--- config.mk ---
export PLATFORM = sky130hd
export DESIGN_NAME = grlos_div
export DESIGN_NICKNAME = d
export VERILOG_FILES = /design/src/rtl/grlos_pkg.sv /design/src/rtl/grlos_div.sv
export SDC_FILE = /design/constraint.sdc
export NUM_CORES = 1
export LEC_CHECK = 0
export CORE_ASPECT_RATIO = 0.5
export CORE_UTILIZATION = 53
export DETAILED_ROUTE_END_ITERATION = 8
export DONT_BUFFER_PORTS = 1
export GPL_TIMING_DRIVEN = 0
export PLACE_DENSITY_LB_ADDON = 0.1
export SKIP_LAST_GASP = 1
export SYNTH_ARGS = -nofsm -noshare
export SYNTH_HDL_FRONTEND = slang
export SYNTH_SLANG_ARGS = --single-unit
--- constraint.sdc ---
create_clock -name clk -period 4 [get_ports clk]
set_input_delay 0.4 -clock clk [delete_from_list [all_inputs] [get_ports clk]]
set_output_delay 0.4 -clock clk [all_outputs]
set_load 0.03 [all_outputs]
--- src/rtl/grlos_pkg.sv ---
// Package for the grid line-of-sight core: payload structs, widths and constants.
// No dependencies.
package grlos_pkg;

  localparam int MapSide   = 128;
  localparam int CellW     = 7;
  localparam int FracW     = 8;
  localparam int PosW      = 15;
  localparam int DirW      = 16;
  localparam int DistW     = 24;
  localparam int MagW      = 15;
  localparam int AddrW     = 14;
  localparam logic [DistW-1:0] DistMax = {DistW{1'b1}};

  typedef enum logic {
    OP_WRITE = 1'b0,
    OP_QUERY = 1'b1
  } op_t;

  typedef struct packed {
    logic                  op;
    logic [CellW-1:0]      cell_x;
    logic [CellW-1:0]      cell_y;
    logic                  cell_blocked;
    logic [PosW-1:0]       start_x;
    logic [PosW-1:0]       start_y;
    logic signed [DirW-1:0] dir_x;
    logic signed [DirW-1:0] dir_y;
    logic [7:0]            step_limit;
  } in_item_t;

  typedef struct packed {
    logic             clear;
    logic [CellW-1:0] stop_x;
    logic [CellW-1:0] stop_y;
    logic             left_map;
  } out_item_t;

  // Divider handshake between sequencer and shared divide unit.
  typedef struct packed {
    logic             start;
    logic [MagW+1:0]  divisor;
  } div_req_t;

  typedef struct packed {
    logic             done;
    logic [DistW-1:0] quot;
  } div_rsp_t;

endpackage

--- src/rtl/grlos_div.sv ---
// Radix-2 restoring divider: 2^22 / divisor, one quotient bit per cycle, zero-extended to 24 bits.
// Depends on grlos_pkg.
module grlos_div (
  input  logic                clk,
  input  logic                rst_n,
  input  grlos_pkg::div_req_t req,
  output grlos_pkg::div_rsp_t rsp
);
  import grlos_pkg::*;

  localparam int NumW = 23;
  localparam int CntW = 5;

  logic [NumW-1:0] num_r, num_nxt;
  logic [NumW-1:0] rem_r, rem_nxt;
  logic [NumW-1:0] quo_r, quo_nxt;
  logic [MagW+1:0] dvs_r, dvs_nxt;
  logic [CntW-1:0] cnt_r, cnt_nxt;
  logic            busy_r, busy_nxt;
  logic            done_r, done_nxt;
  logic [NumW:0]   trial;
  logic [NumW:0]   diff;

  always_comb begin
    trial = {rem_r, num_r[NumW-1]};
    diff  = trial - {{(NumW-MagW-1){1'b0}}, dvs_r};
    num_nxt = num_r;
    rem_nxt = rem_r;
    quo_nxt = quo_r;
    dvs_nxt = dvs_r;
    cnt_nxt = cnt_r;
    busy_nxt = busy_r;
    done_nxt = 1'b0;
    if (req.start) begin
      num_nxt = NumW'(1) << 22;
      rem_nxt = '0;
      quo_nxt = '0;
      dvs_nxt = req.divisor;
      cnt_nxt = CntW'(NumW - 1);
      busy_nxt = 1'b1;
    end else if (busy_r) begin
      num_nxt = num_r << 1;
      if (!diff[NumW]) begin
        rem_nxt = diff[NumW-1:0];
        quo_nxt = {quo_r[NumW-2:0], 1'b1};
      end else begin
        rem_nxt = trial[NumW-1:0];
        quo_nxt = {quo_r[NumW-2:0], 1'b0};
      end
      if (cnt_r == '0) begin
        busy_nxt = 1'b0;
        done_nxt = 1'b1;
      end else begin
        cnt_nxt = cnt_r - 1'b1;
      end
    end
  end

  always_ff @(posedge clk) begin
    if (!rst_n) begin
      busy_r <= 1'b0;
      done_r <= 1'b0;
      cnt_r  <= '0;
    end else begin
      busy_r <= busy_nxt;
      done_r <= done_nxt;
      cnt_r  <= cnt_nxt;
    end
    num_r <= num_nxt;
    rem_r <= rem_nxt;
    quo_r <= quo_nxt;
    dvs_r <= dvs_nxt;
  end

  // Zero divisor reports the largest distance.
  assign rsp.done = done_r;
  assign rsp.quot = (dvs_r == '0) ? DistMax : DistW'(quo_r);

`ifndef NO_ASSERTIONS
  a_done_pulse: assert property (@(posedge clk) disable iff (!rst_n)
    done_r |=> !done_r) else $error("divider done held");
  a_busy_done: assert property (@(posedge clk) disable iff (!rst_n)
    done_r |-> !busy_r) else $error("divider done while busy");
  a_start_busy: assert property (@(posedge clk) disable iff (!rst_n)
    req.start |=> busy_r) else $error("divider did not start");
`endif
endmodule

==> results of run 1 <==
## cell type report
class | instances | area share (%)
multi-input cells | 311 | 50.0
flip-flops and latches | 71 | 36.5
clock buffers | 10 | 5.74
well taps | 92 | 2.64
inverters | 25 | 2.15
plain buffers | 17 | 1.81
clock inverters | 6 | 1.15
## per-layer routing
layer	vias up	routed length, um	GRT usage, %	share of wire [%]
met5	-	0	0	0
met1	1423	4380	33.6	52
met4	0	144	10.3	1.7
met2	81	3420	33.1	40
li1	1534	-	-	-
met3	11	523	8.58	6.2
## final timing paths
check	to	slack, ps	depth (start not counted)
min reg2reg	num_r[22]$_SDFFE_PP1P_	500	2
max	rsp[15]	410	5
max reg2reg	rem_r[22]$_SDFFE_PP0P_	790	11
min	dvs_r[8]$_DFFE_PP_	150	0
## metrics by stage
| step | setup slack (ps) | instances | utilization [%] | power [W] | cell area, sq um |
|---|---|---|---|---|---|
| CTS | 401 | 532 | 62.8 | 0.00224 | 4360 |
| global route | 165 | 532 | 62.8 | 0.00235 | 4360 |
| global placement | 775 | 516 | 58.5 | 0.00141 | 4060 |
| detailed placement | 781 | 516 | 58.5 | 0.00143 | 4060 |
| finish | 414 | 532 | 62.8 | 0.00222 | 4360 |
| floorplan | 1280 | 424 | - | 0.00132 | 3940 |
## registers in the layout (all words and copies together) (netlist names)
signal and cells:
num_r 1, dvs_r 17, quo_r 23, busy_r 1, cnt_r 5, done_r 1, rem_r 23
## layout by cell type (no fill, tap or decap), drive strengths merged, types with 11 or more instances in the layout
cell type   n
nand2      15
ha         19
nor2       62
dfxtp      54
or2        24
a211oi     18
edfxtp     17
inv        27
a21oi      22
xnor2      16
nor3       11
mux2i      36
o21ai      16
clkbuf     22
## worst register-to-register path, stage by stage, from the launching register on
cell,delay (ps)
edfxtp_1,400
ha_1,180
inv_1,50
fa_1,430
a211o_1,320
o2111ai_1,150
a32oi_1,250
a31oi_1,400
o21ai_1,250
nor4_4,320
a21boi_1,110
o31a_1,240
## logic make-up (layout without fill, tap and decap cells)
kind of cell    Yosys count  in the layout  share of synthesized area (%)
buf+inv                  42             58                           4.38
flops                    71             71                           40.4
xor+xnor                 20             20                           4.44
fa+ha+maj                20             20                           6.54
mux                      37             37                           9.43
compound gates           92             92                           16.0
simple gates            142            142                           18.8
## where the power goes
part	internal, W	switching [W]
Sequential	0.000787	0.0000456
Clock	0.000464	0.000330
Combinational	0.000259	0.000335
Total	0.00151	0.000710
==> metrics.cfg, run 1 <==
[run_status]
outcome = completed

[min_path]
hp-start = req[8]
min_path_type = in -> reg

[power]
p_leak_nw = 1.87
pwr_density_cell_nw_per_um2 = 510
ir_worst_vdd_uv = 245

[logic_synthesis]
synthesis.nets = 464
yosysMostFrequentCell = nor2_1
syn_inst = 424
yosysWarnings = 0
synth-seq-cells = 71
avgSynthCellArea_sq_um = 9.30
async_flop_share_pct = 0
ys_seq_area_share_pct = 40.4
synth_edf_count = 17
synthTopCellsByArea = dfxtp_1 (27%), edfxtp_1 (13%), mux2i_1 (9.1%)
synth_top_area_share_pct = 27.4
synth_common_cells = nor2_1 (61), dfxtp_1 (54), mux2i_1 (36)
synthFlopType = dfxtp_1
synth_cell_types = 60
netlist.top_cell.by_area = dfxtp_1
syn_area_sq_um = 3940

[critical_path]
r2r_start = dvs_r[0]$_DFFE_PP_
path_delay_family = simple AND/OR/NAND/NOR gates
worst_ep_required_time_ps = 3600
cpPeakStageDelay_ps = 780
crit_path_max_fanout = 10
endpoint_kind = primary output
arrival_ps = 3190
start_kind = flop
crit_chain = nor4_1 -> nand4_1 -> nor4_1 -> clkbuf_1 -> or2_2
crit_type = reg -> out
startpoint = dvs_r[13]$_DFFE_PP_
path_buf_inv = 1
cp_common_cell = nor4_1
crit_slowest_cell = nor4_1

[routing]
vias = 3049
drt_iter0_drc = 239
dr.pass1.iters = 4
drc_errors = 0
ant_nets = 0
wl_per_cell_um = 15.9
wl_um = 8470
avgViaCountPerCell = 5.73

[floorplanning]
rows = 21
pin_count = 45
die_x_um = 124
die-height_um = 63.0
fp.dieArea_sq_um = 7810
initial_core_util_pct = 56.8
coreArea_sq_um = 6940

[sta]
drv_slew = 0
grt_setup_unrepaired = no
slew_headroom_pct = 36.4
fin_crit_ps = 3590
setup_viol_count_final = 0
fin_skew_ps = 7.77
timing.final.crit_share_pct = 89.6
hold_violations = 0
fmax_mhz = 279
final.setup.tns_ps = 0
worst_pin_slew_ps = 946
hold_ws_ps = 147

[clock_network]
post_cts_resized = 0
root_buffer = clkbuf_16
htreeDepth = 3
clock_latency_ps = 350
cts_buffers = 9
cts_hold_buf = 0
cts_tree = yes
post-cts-setup-buffers = 0
clock_sinks = 71
cts_buffer_depth = 2
clkTransAtPathRegs_ps = 60

[layout]
drive_above_1_share_pct = 11.1
regArea_sq_um = 1590
fillers = 594
diodes = 0
layout.nets = 475
syn_to_final_growth_pct = 10.5
multi_input_area_sq_um = 2180

[placement]
port_buffers = 0
gp_congestion = 0.874
dp_hpwl_um = 6180

[run]
max_cap_violations = 0

[global_routing]
antenna_found_initial = 0
grt_pass1_wl_um = 14000
grt-ovfl-total = 0
grt_pass1_vias = 2893
grt_max_degree = 20
grt_use_total_pct = 24.1

No activity file was read; power rests on OpenSTA's default activity.
==> run 2, diff against run 1 <==
--- a/config.mk
+++ b/config.mk
@@ -5,6 +5,7 @@
 export SDC_FILE = /design/constraint.sdc
 export NUM_CORES = 1
 export LEC_CHECK = 0
+export ABC_AREA = 1
 export CORE_ASPECT_RATIO = 0.5
 export CORE_UTILIZATION = 53
 export DETAILED_ROUTE_END_ITERATION = 8
==> metrics.cfg, run 2 <==
[run_status]
outcome = completed

[logic_synthesis]
synthFlopType = dfxtp_1
netlist.top_cell.by_area = dfxtp_1
synthTopCellsByArea = dfxtp_1 (23%), nand2_1 (15%), edfxtp_1 (11%)
yosysWarnings = 0  ; unchanged
syn_area_sq_um = 4780  ; +21%
synth_common_cells = nand2_1 (192), inv_1 (124), nor2_1 (80)
synth_top_area_share_pct = 22.6  ; -4.8 points
avgSynthCellArea_sq_um = 6.66  ; -28%
async_flop_share_pct = 0  ; unchanged
syn_inst = 717  ; +69%
yosysMostFrequentCell = nand2_1
synth-seq-cells = 71  ; unchanged
synth_cell_types = 37  ; -38%
synthesis.nets = 757  ; +63%
synth_edf_count = 17  ; unchanged
ys_seq_area_share_pct = 33.3  ; -7.1 points

[clock_network]
root_buffer = clkbuf_16
cts_buffers = 9  ; unchanged
clkTransAtPathRegs_ps = 60  ; about the same
post_cts_resized = 0  ; unchanged
cts_buffer_depth = 2  ; unchanged
clock_sinks = 71  ; unchanged
clock_latency_ps = 350  ; about the same
cts_tree = yes
post-cts-setup-buffers = 0  ; unchanged
cts_hold_buf = 0  ; unchanged
htreeDepth = 3  ; unchanged

[global_routing]
grt-ovfl-total = 0  ; unchanged
grt_pass1_vias = 3910  ; +35%
grt_use_total_pct = 26.4  ; +2.3 points
grt_util_met3_pct = 7.65  ; -0.92 points
grt_max_degree = 21  ; +5.0%
use_met1_pct = 36.6  ; +3.1 points
grt_pass1_wl_um = 19200  ; +37%
grt_busiest_layer = met2
antenna_found_initial = 0  ; unchanged
met2_usage_pct = 39.5  ; +6.4 points

[sta]
timing.final.crit_share_pct = 85.4  ; -4.2 points
setup_viol_count_final = 0  ; unchanged
hold_ws_ps = 151  ; +3.62 ps
post-route-worst-setup-slack_ps = 584  ; +169 ps
final.setup.tns_ps = 0  ; unchanged
slew_headroom_pct = 41.3  ; +5.0 points
worst_pin_slew_ps = 873  ; -73.1 ps
fin_crit_ps = 3420  ; -169 ps
fmax_mhz = 293  ; +5.0%
hold_violations = 0  ; unchanged
drv_slew = 0  ; unchanged
grt_setup_unrepaired = no
fin_skew_ps = 8.58  ; +0.810 ps

[run]
max_cap_violations = 0  ; unchanged

[floorplanning]
fp.dieArea_sq_um = 9420  ; +21%
coreArea_sq_um = 8740  ; +26%
pin_count = 45  ; unchanged
rows = 24  ; +14%
die_x_um = 136  ; +9.9%
initial_core_util_pct = 54.7  ; -2.2 points
die-height_um = 69.1  ; +9.8%

[layout]
diodes = 0  ; unchanged
drive_above_1_share_pct = 13.1  ; +2.0 points
largestRegisters = quo_r x23, rem_r x23, dvs_r x17
final_util_pct = 59.7  ; -3.1 points
regArea_sq_um = 1590  ; unchanged
layout_common_cells = nand2_1 (192), inv_1 (124), nor2_1 (80)
syn_to_final_growth_pct = 9.30
fillers = 827  ; +39%
layout_commonest_cell = nand2_1
layout.nets = 768  ; +62%
multi_input_area_sq_um = 2590  ; +19%

[routing]
ant_nets = 0  ; unchanged
drt_iter0_drc = 281  ; +18%
dr.pass1.iters = 4  ; unchanged
wl_um = 11700  ; +39%
avgViaCountPerCell = 5.01  ; -13%
wl_per_cell_um = 13.8  ; -13%
vias = 4261  ; +40%
drc_errors = 0  ; unchanged

[critical_path]
crit_path_max_fanout = 10  ; unchanged
r2r.worst_path.cells = 13  ; +2
endpoint_kind = primary output
crit_type = reg -> out
reg2reg_slack_ps = 1600  ; +810 ps
start_kind = flop
arrival_ps = 3020  ; -170 ps
worst_ep_required_time_ps = 3600  ; about the same

[min_path]
min_path_cells = 0  ; unchanged
min_path_type = in -> reg

[placement]
dp_hpwl_um = 8940  ; +45%
dp_slack_ps = 623  ; -158 ps
port_buffers = 0  ; unchanged
gp_congestion = 0.994  ; +14%

[power]
ir_worst_vdd_uv = 337  ; +37%
pwr_density_cell_nw_per_um2 = 719  ; +41%
p_leak_nw = 2.72  ; +45%
p_total_w = 0.00375  ; +69%

[run 2: changes by cell type in the layout (fill, tap and decap cells not counted), moves of 7 or more]
cell,change
xnor2_1,-13
nand2_1,+177
mux2i_1,-36
nand3_2,+12
a211oi_1,-17
inv_1,+99
o21ai_0,+12
nand4_1,+8
nand3_1,+56
nor2_1,+19
nand2_2,+17
a21oi_2,+7
[run 2: final timing paths]
| kind | start | endpoint |
|---|---|---|
| max | dvs_r[3]$_DFFE_PP_ | rsp[17] |
| min | req[4] | dvs_r[4]$_DFFE_PP_ |
| max reg2reg | dvs_r[5]$_DFFE_PP_ | rem_r[5]$_SDFFE_PP0P_ |
| min reg2reg | cnt_r[0]$_SDFFE_PP0P_ | cnt_r[0]$_SDFFE_PP0P_ |
[run 2: metal layers]
metal / vias up / wire length (um)
met5: - / 0
met4: 0 / 160
met3: 13 / 863
met2: 99 / 4840
met1: 1908 / 5880
li1: 2241 / -
[run 2: logic make-up (layout without fill, tap and decap cells)]
| group | after synthesis | count (layout) | synth area share, % |
|---|---|---|---|
| buffers and inverters | 146 | 162 | 12.5 |
| flip-flops | 71 | 71 | 33.3 |
| adder cells (fa/ha/maj) | 20 | 20 | 5.40 |
| AND/OR/NAND/NOR | 413 | 413 | 40.0 |
| AO/OA/AOI/OAI | 57 | 57 | 6.94 |
| XOR/XNOR | 10 | 10 | 1.83 |
[run 2: stage by stage]
stage | cells | cell area [sq um]
3_3_place_gp | 834 | 4920
4_1_cts | 850 | 5210
5_1_grt | 850 | 5220
3_5_place_dp | 834 | 4920
2_1_floorplan | 717 | 4780
6_report | 850 | 5220
[run 2: worst max-delay path, cell delays in order, from the launching register on]
cell and delay (ps):
edfxtp_1 370, inv_1 170, nand4_1 110, nor3_1 340, nand4_1 170, nor4_2 690, clkbuf_1 520, or2_2 310
[run 2: final cells by class]
| class | instances | area share, % |
|---|---|---|
| multi-input combinational | 500 | 49.7 |
| inverter | 125 | 8.99 |
| tap | 117 | 2.80 |
| clock buffer | 11 | 4.87 |
| clock inverter | 5 | 0.719 |
| sequential | 71 | 30.5 |
| buffer | 21 | 2.42 |
[run 2: power by group]
part / leakage (nW) / internal, W / total [W] / switching (W)
Combinational: 1.96 / 0.000713 / 0.00201 / 0.00129
Clock: 0.146 / 0.000462 / 0.000790 / 0.000328
Sequential: 0.610 / 0.000851 / 0.000957 / 0.000106
==> run 3, diff against run 2 <==
--- a/config.mk
+++ b/config.mk
@@ -12,6 +12,7 @@
 export DONT_BUFFER_PORTS = 1
 export GPL_TIMING_DRIVEN = 0
 export PLACE_DENSITY_LB_ADDON = 0.1
+export RECOVER_POWER = 100
 export SKIP_LAST_GASP = 1
 export SYNTH_ARGS = -nofsm -noshare
 export SYNTH_HDL_FRONTEND = slang
==> metrics.cfg, run 3 (same netlist as run 2, synthesis figures left out) <==
[routing]
wl_um = 11700  ; about the same
drc_errors = 0  ; unchanged
drt_iter0_drc = 277  ; -1.4%
ant_nets = 0  ; unchanged
dr.pass1.iters = 5  ; +1
wl_per_cell_um = 13.8  ; about the same
avgViaCountPerCell = 4.97  ; -0.94%
vias = 4221  ; -0.94%

[sta]
fmax_mhz = 286  ; -2.4%
worst_pin_slew_ps = 859  ; -13.9 ps
post-route-worst-setup-slack_ps = 499  ; -85.1 ps
fin_skew_ps = 8.37  ; -0.209 ps
final.setup.tns_ps = 0  ; unchanged
drv_slew = 0  ; unchanged
timing.final.crit_share_pct = 87.5  ; +2.1 points
grt_setup_unrepaired = no
hold_violations = 0  ; unchanged
slew_headroom_pct = 42.7  ; +1.4 points
setup_viol_count_final = 0  ; unchanged
hold_ws_ps = 153  ; +1.89 ps
fin_crit_ps = 3500  ; +85.1 ps

[critical_path]
arrival_ps = 3100  ; +80 ps
worst_ep_required_time_ps = 3600  ; about the same
start_kind = flop
r2r.worst_path.cells = 14  ; +1
endpoint_kind = primary output
crit_path_max_fanout = 10  ; unchanged
crit_type = reg -> out

[global_routing]
grt_use_total_pct = 26.4  ; unchanged
grt_pass1_vias = 3910  ; unchanged
grt-ovfl-total = 0  ; unchanged
antenna_found_initial = 0  ; unchanged
grt_max_degree = 21  ; unchanged
grt_pass1_wl_um = 19200  ; unchanged

[clock_network]
cts_tree = yes
root_buffer = clkbuf_16
cts_hold_buf = 0  ; unchanged
post_cts_resized = 0  ; unchanged
htreeDepth = 3  ; unchanged
post-cts-setup-buffers = 0  ; unchanged
clock_sinks = 71  ; unchanged
clock_latency_ps = 340  ; about the same
clkTransAtPathRegs_ps = 60  ; about the same
cts_buffer_depth = 2  ; unchanged
cts_buffers = 9  ; unchanged

[floorplanning]
coreArea_sq_um = 8740  ; unchanged
initial_core_util_pct = 54.7  ; unchanged
die-height_um = 69.1  ; unchanged
pin_count = 45  ; unchanged
die_x_um = 136  ; unchanged
rows = 24  ; unchanged
fp.dieArea_sq_um = 9420  ; unchanged

[layout]
syn_to_final_growth_pct = 7.73
layout_common_cells = nand2_1 (195), inv_1 (124), nor2_1 (80)
layout_commonest_cell = nand2_1
diodes = 0  ; unchanged
drive_above_1_share_pct = 8.19  ; -4.9 points
layout.nets = 768  ; unchanged
largestRegisters = quo_r x23, rem_r x23, dvs_r x17

[run]
max_cap_violations = 0  ; unchanged

[placement]
dp_slack_ps = 623  ; unchanged
dp_hpwl_um = 8940  ; unchanged
port_buffers = 0  ; unchanged
gp_congestion = 0.994  ; unchanged

[run_status]
outcome = completed

[min_path]
min_path_type = in -> reg
min_path_cells = 0  ; unchanged

[power]
ir_worst_vdd_uv = 340  ; +0.92%
p_leak_nw = 2.62  ; -3.8%
pwr_density_cell_nw_per_um2 = 704  ; -2.1%

[run 3: worst paths after layout]
| kind | from | slack (ps) | end |
|---|---|---|---|
| max reg2reg | dvs_r[5]$_DFFE_PP_ | 690 | rem_r[21]$_SDFFE_PP0P_ |
| min reg2reg | cnt_r[0]$_SDFFE_PP0P_ | 470 | cnt_r[0]$_SDFFE_PP0P_ |
| min | req[4] | 150 | dvs_r[4]$_DFFE_PP_ |
| max | dvs_r[3]$_DFFE_PP_ | 500 | rsp[21] |
[run 3: per-stage QoR]
step / util (%) / total power, W / cell area [sq um] / instances
after floorplan: - / 0.00256 / 4780 / 717
after global placement: 56.3 / 0.00293 / 4920 / 834
after detailed placement: 56.3 / 0.00295 / 4920 / 834
after CTS: 59.7 / 0.00375 / 5210 / 850
after global routing: 58.9 / 0.00390 / 5140 / 850
final: 58.9 / 0.00362 / 5140 / 850
[run 3: power by group]
part | switching, W | internal (W) | total, W
logic | 0.00126 | 0.000623 | 0.00188
clock network | 0.000326 | 0.000462 | 0.000789
registers | 0.000107 | 0.000851 | 0.000957
[run 3: worst max-delay path, stage by stage, from the launching register on]
cell and delay (ps):
edfxtp_1 370, inv_1 170, nand4_1 110, nor3_1 330, nand4_1 170, nor4_2 640, clkbuf_1 510, or2_0 460
[run 3: metal layers]
metal	global-route usage (%)	vias up	wire, um
met5	0	-	0
met4	7.65	0	161
met3	7.65	13	799
met2	39.5	90	4810
met1	36.6	1879	5960
li1	-	2239	-
[run 3: area by class of cell]
class	count	area (sq um)
Clock inverter	5	37.5
Clock buffer	11	254
Fill cell	842	3590
Buffer	21	93.8
Multi-Input combinational cell	500	2550
Inverter	125	469
Sequential cell	71	1590
Tap cell	117	146
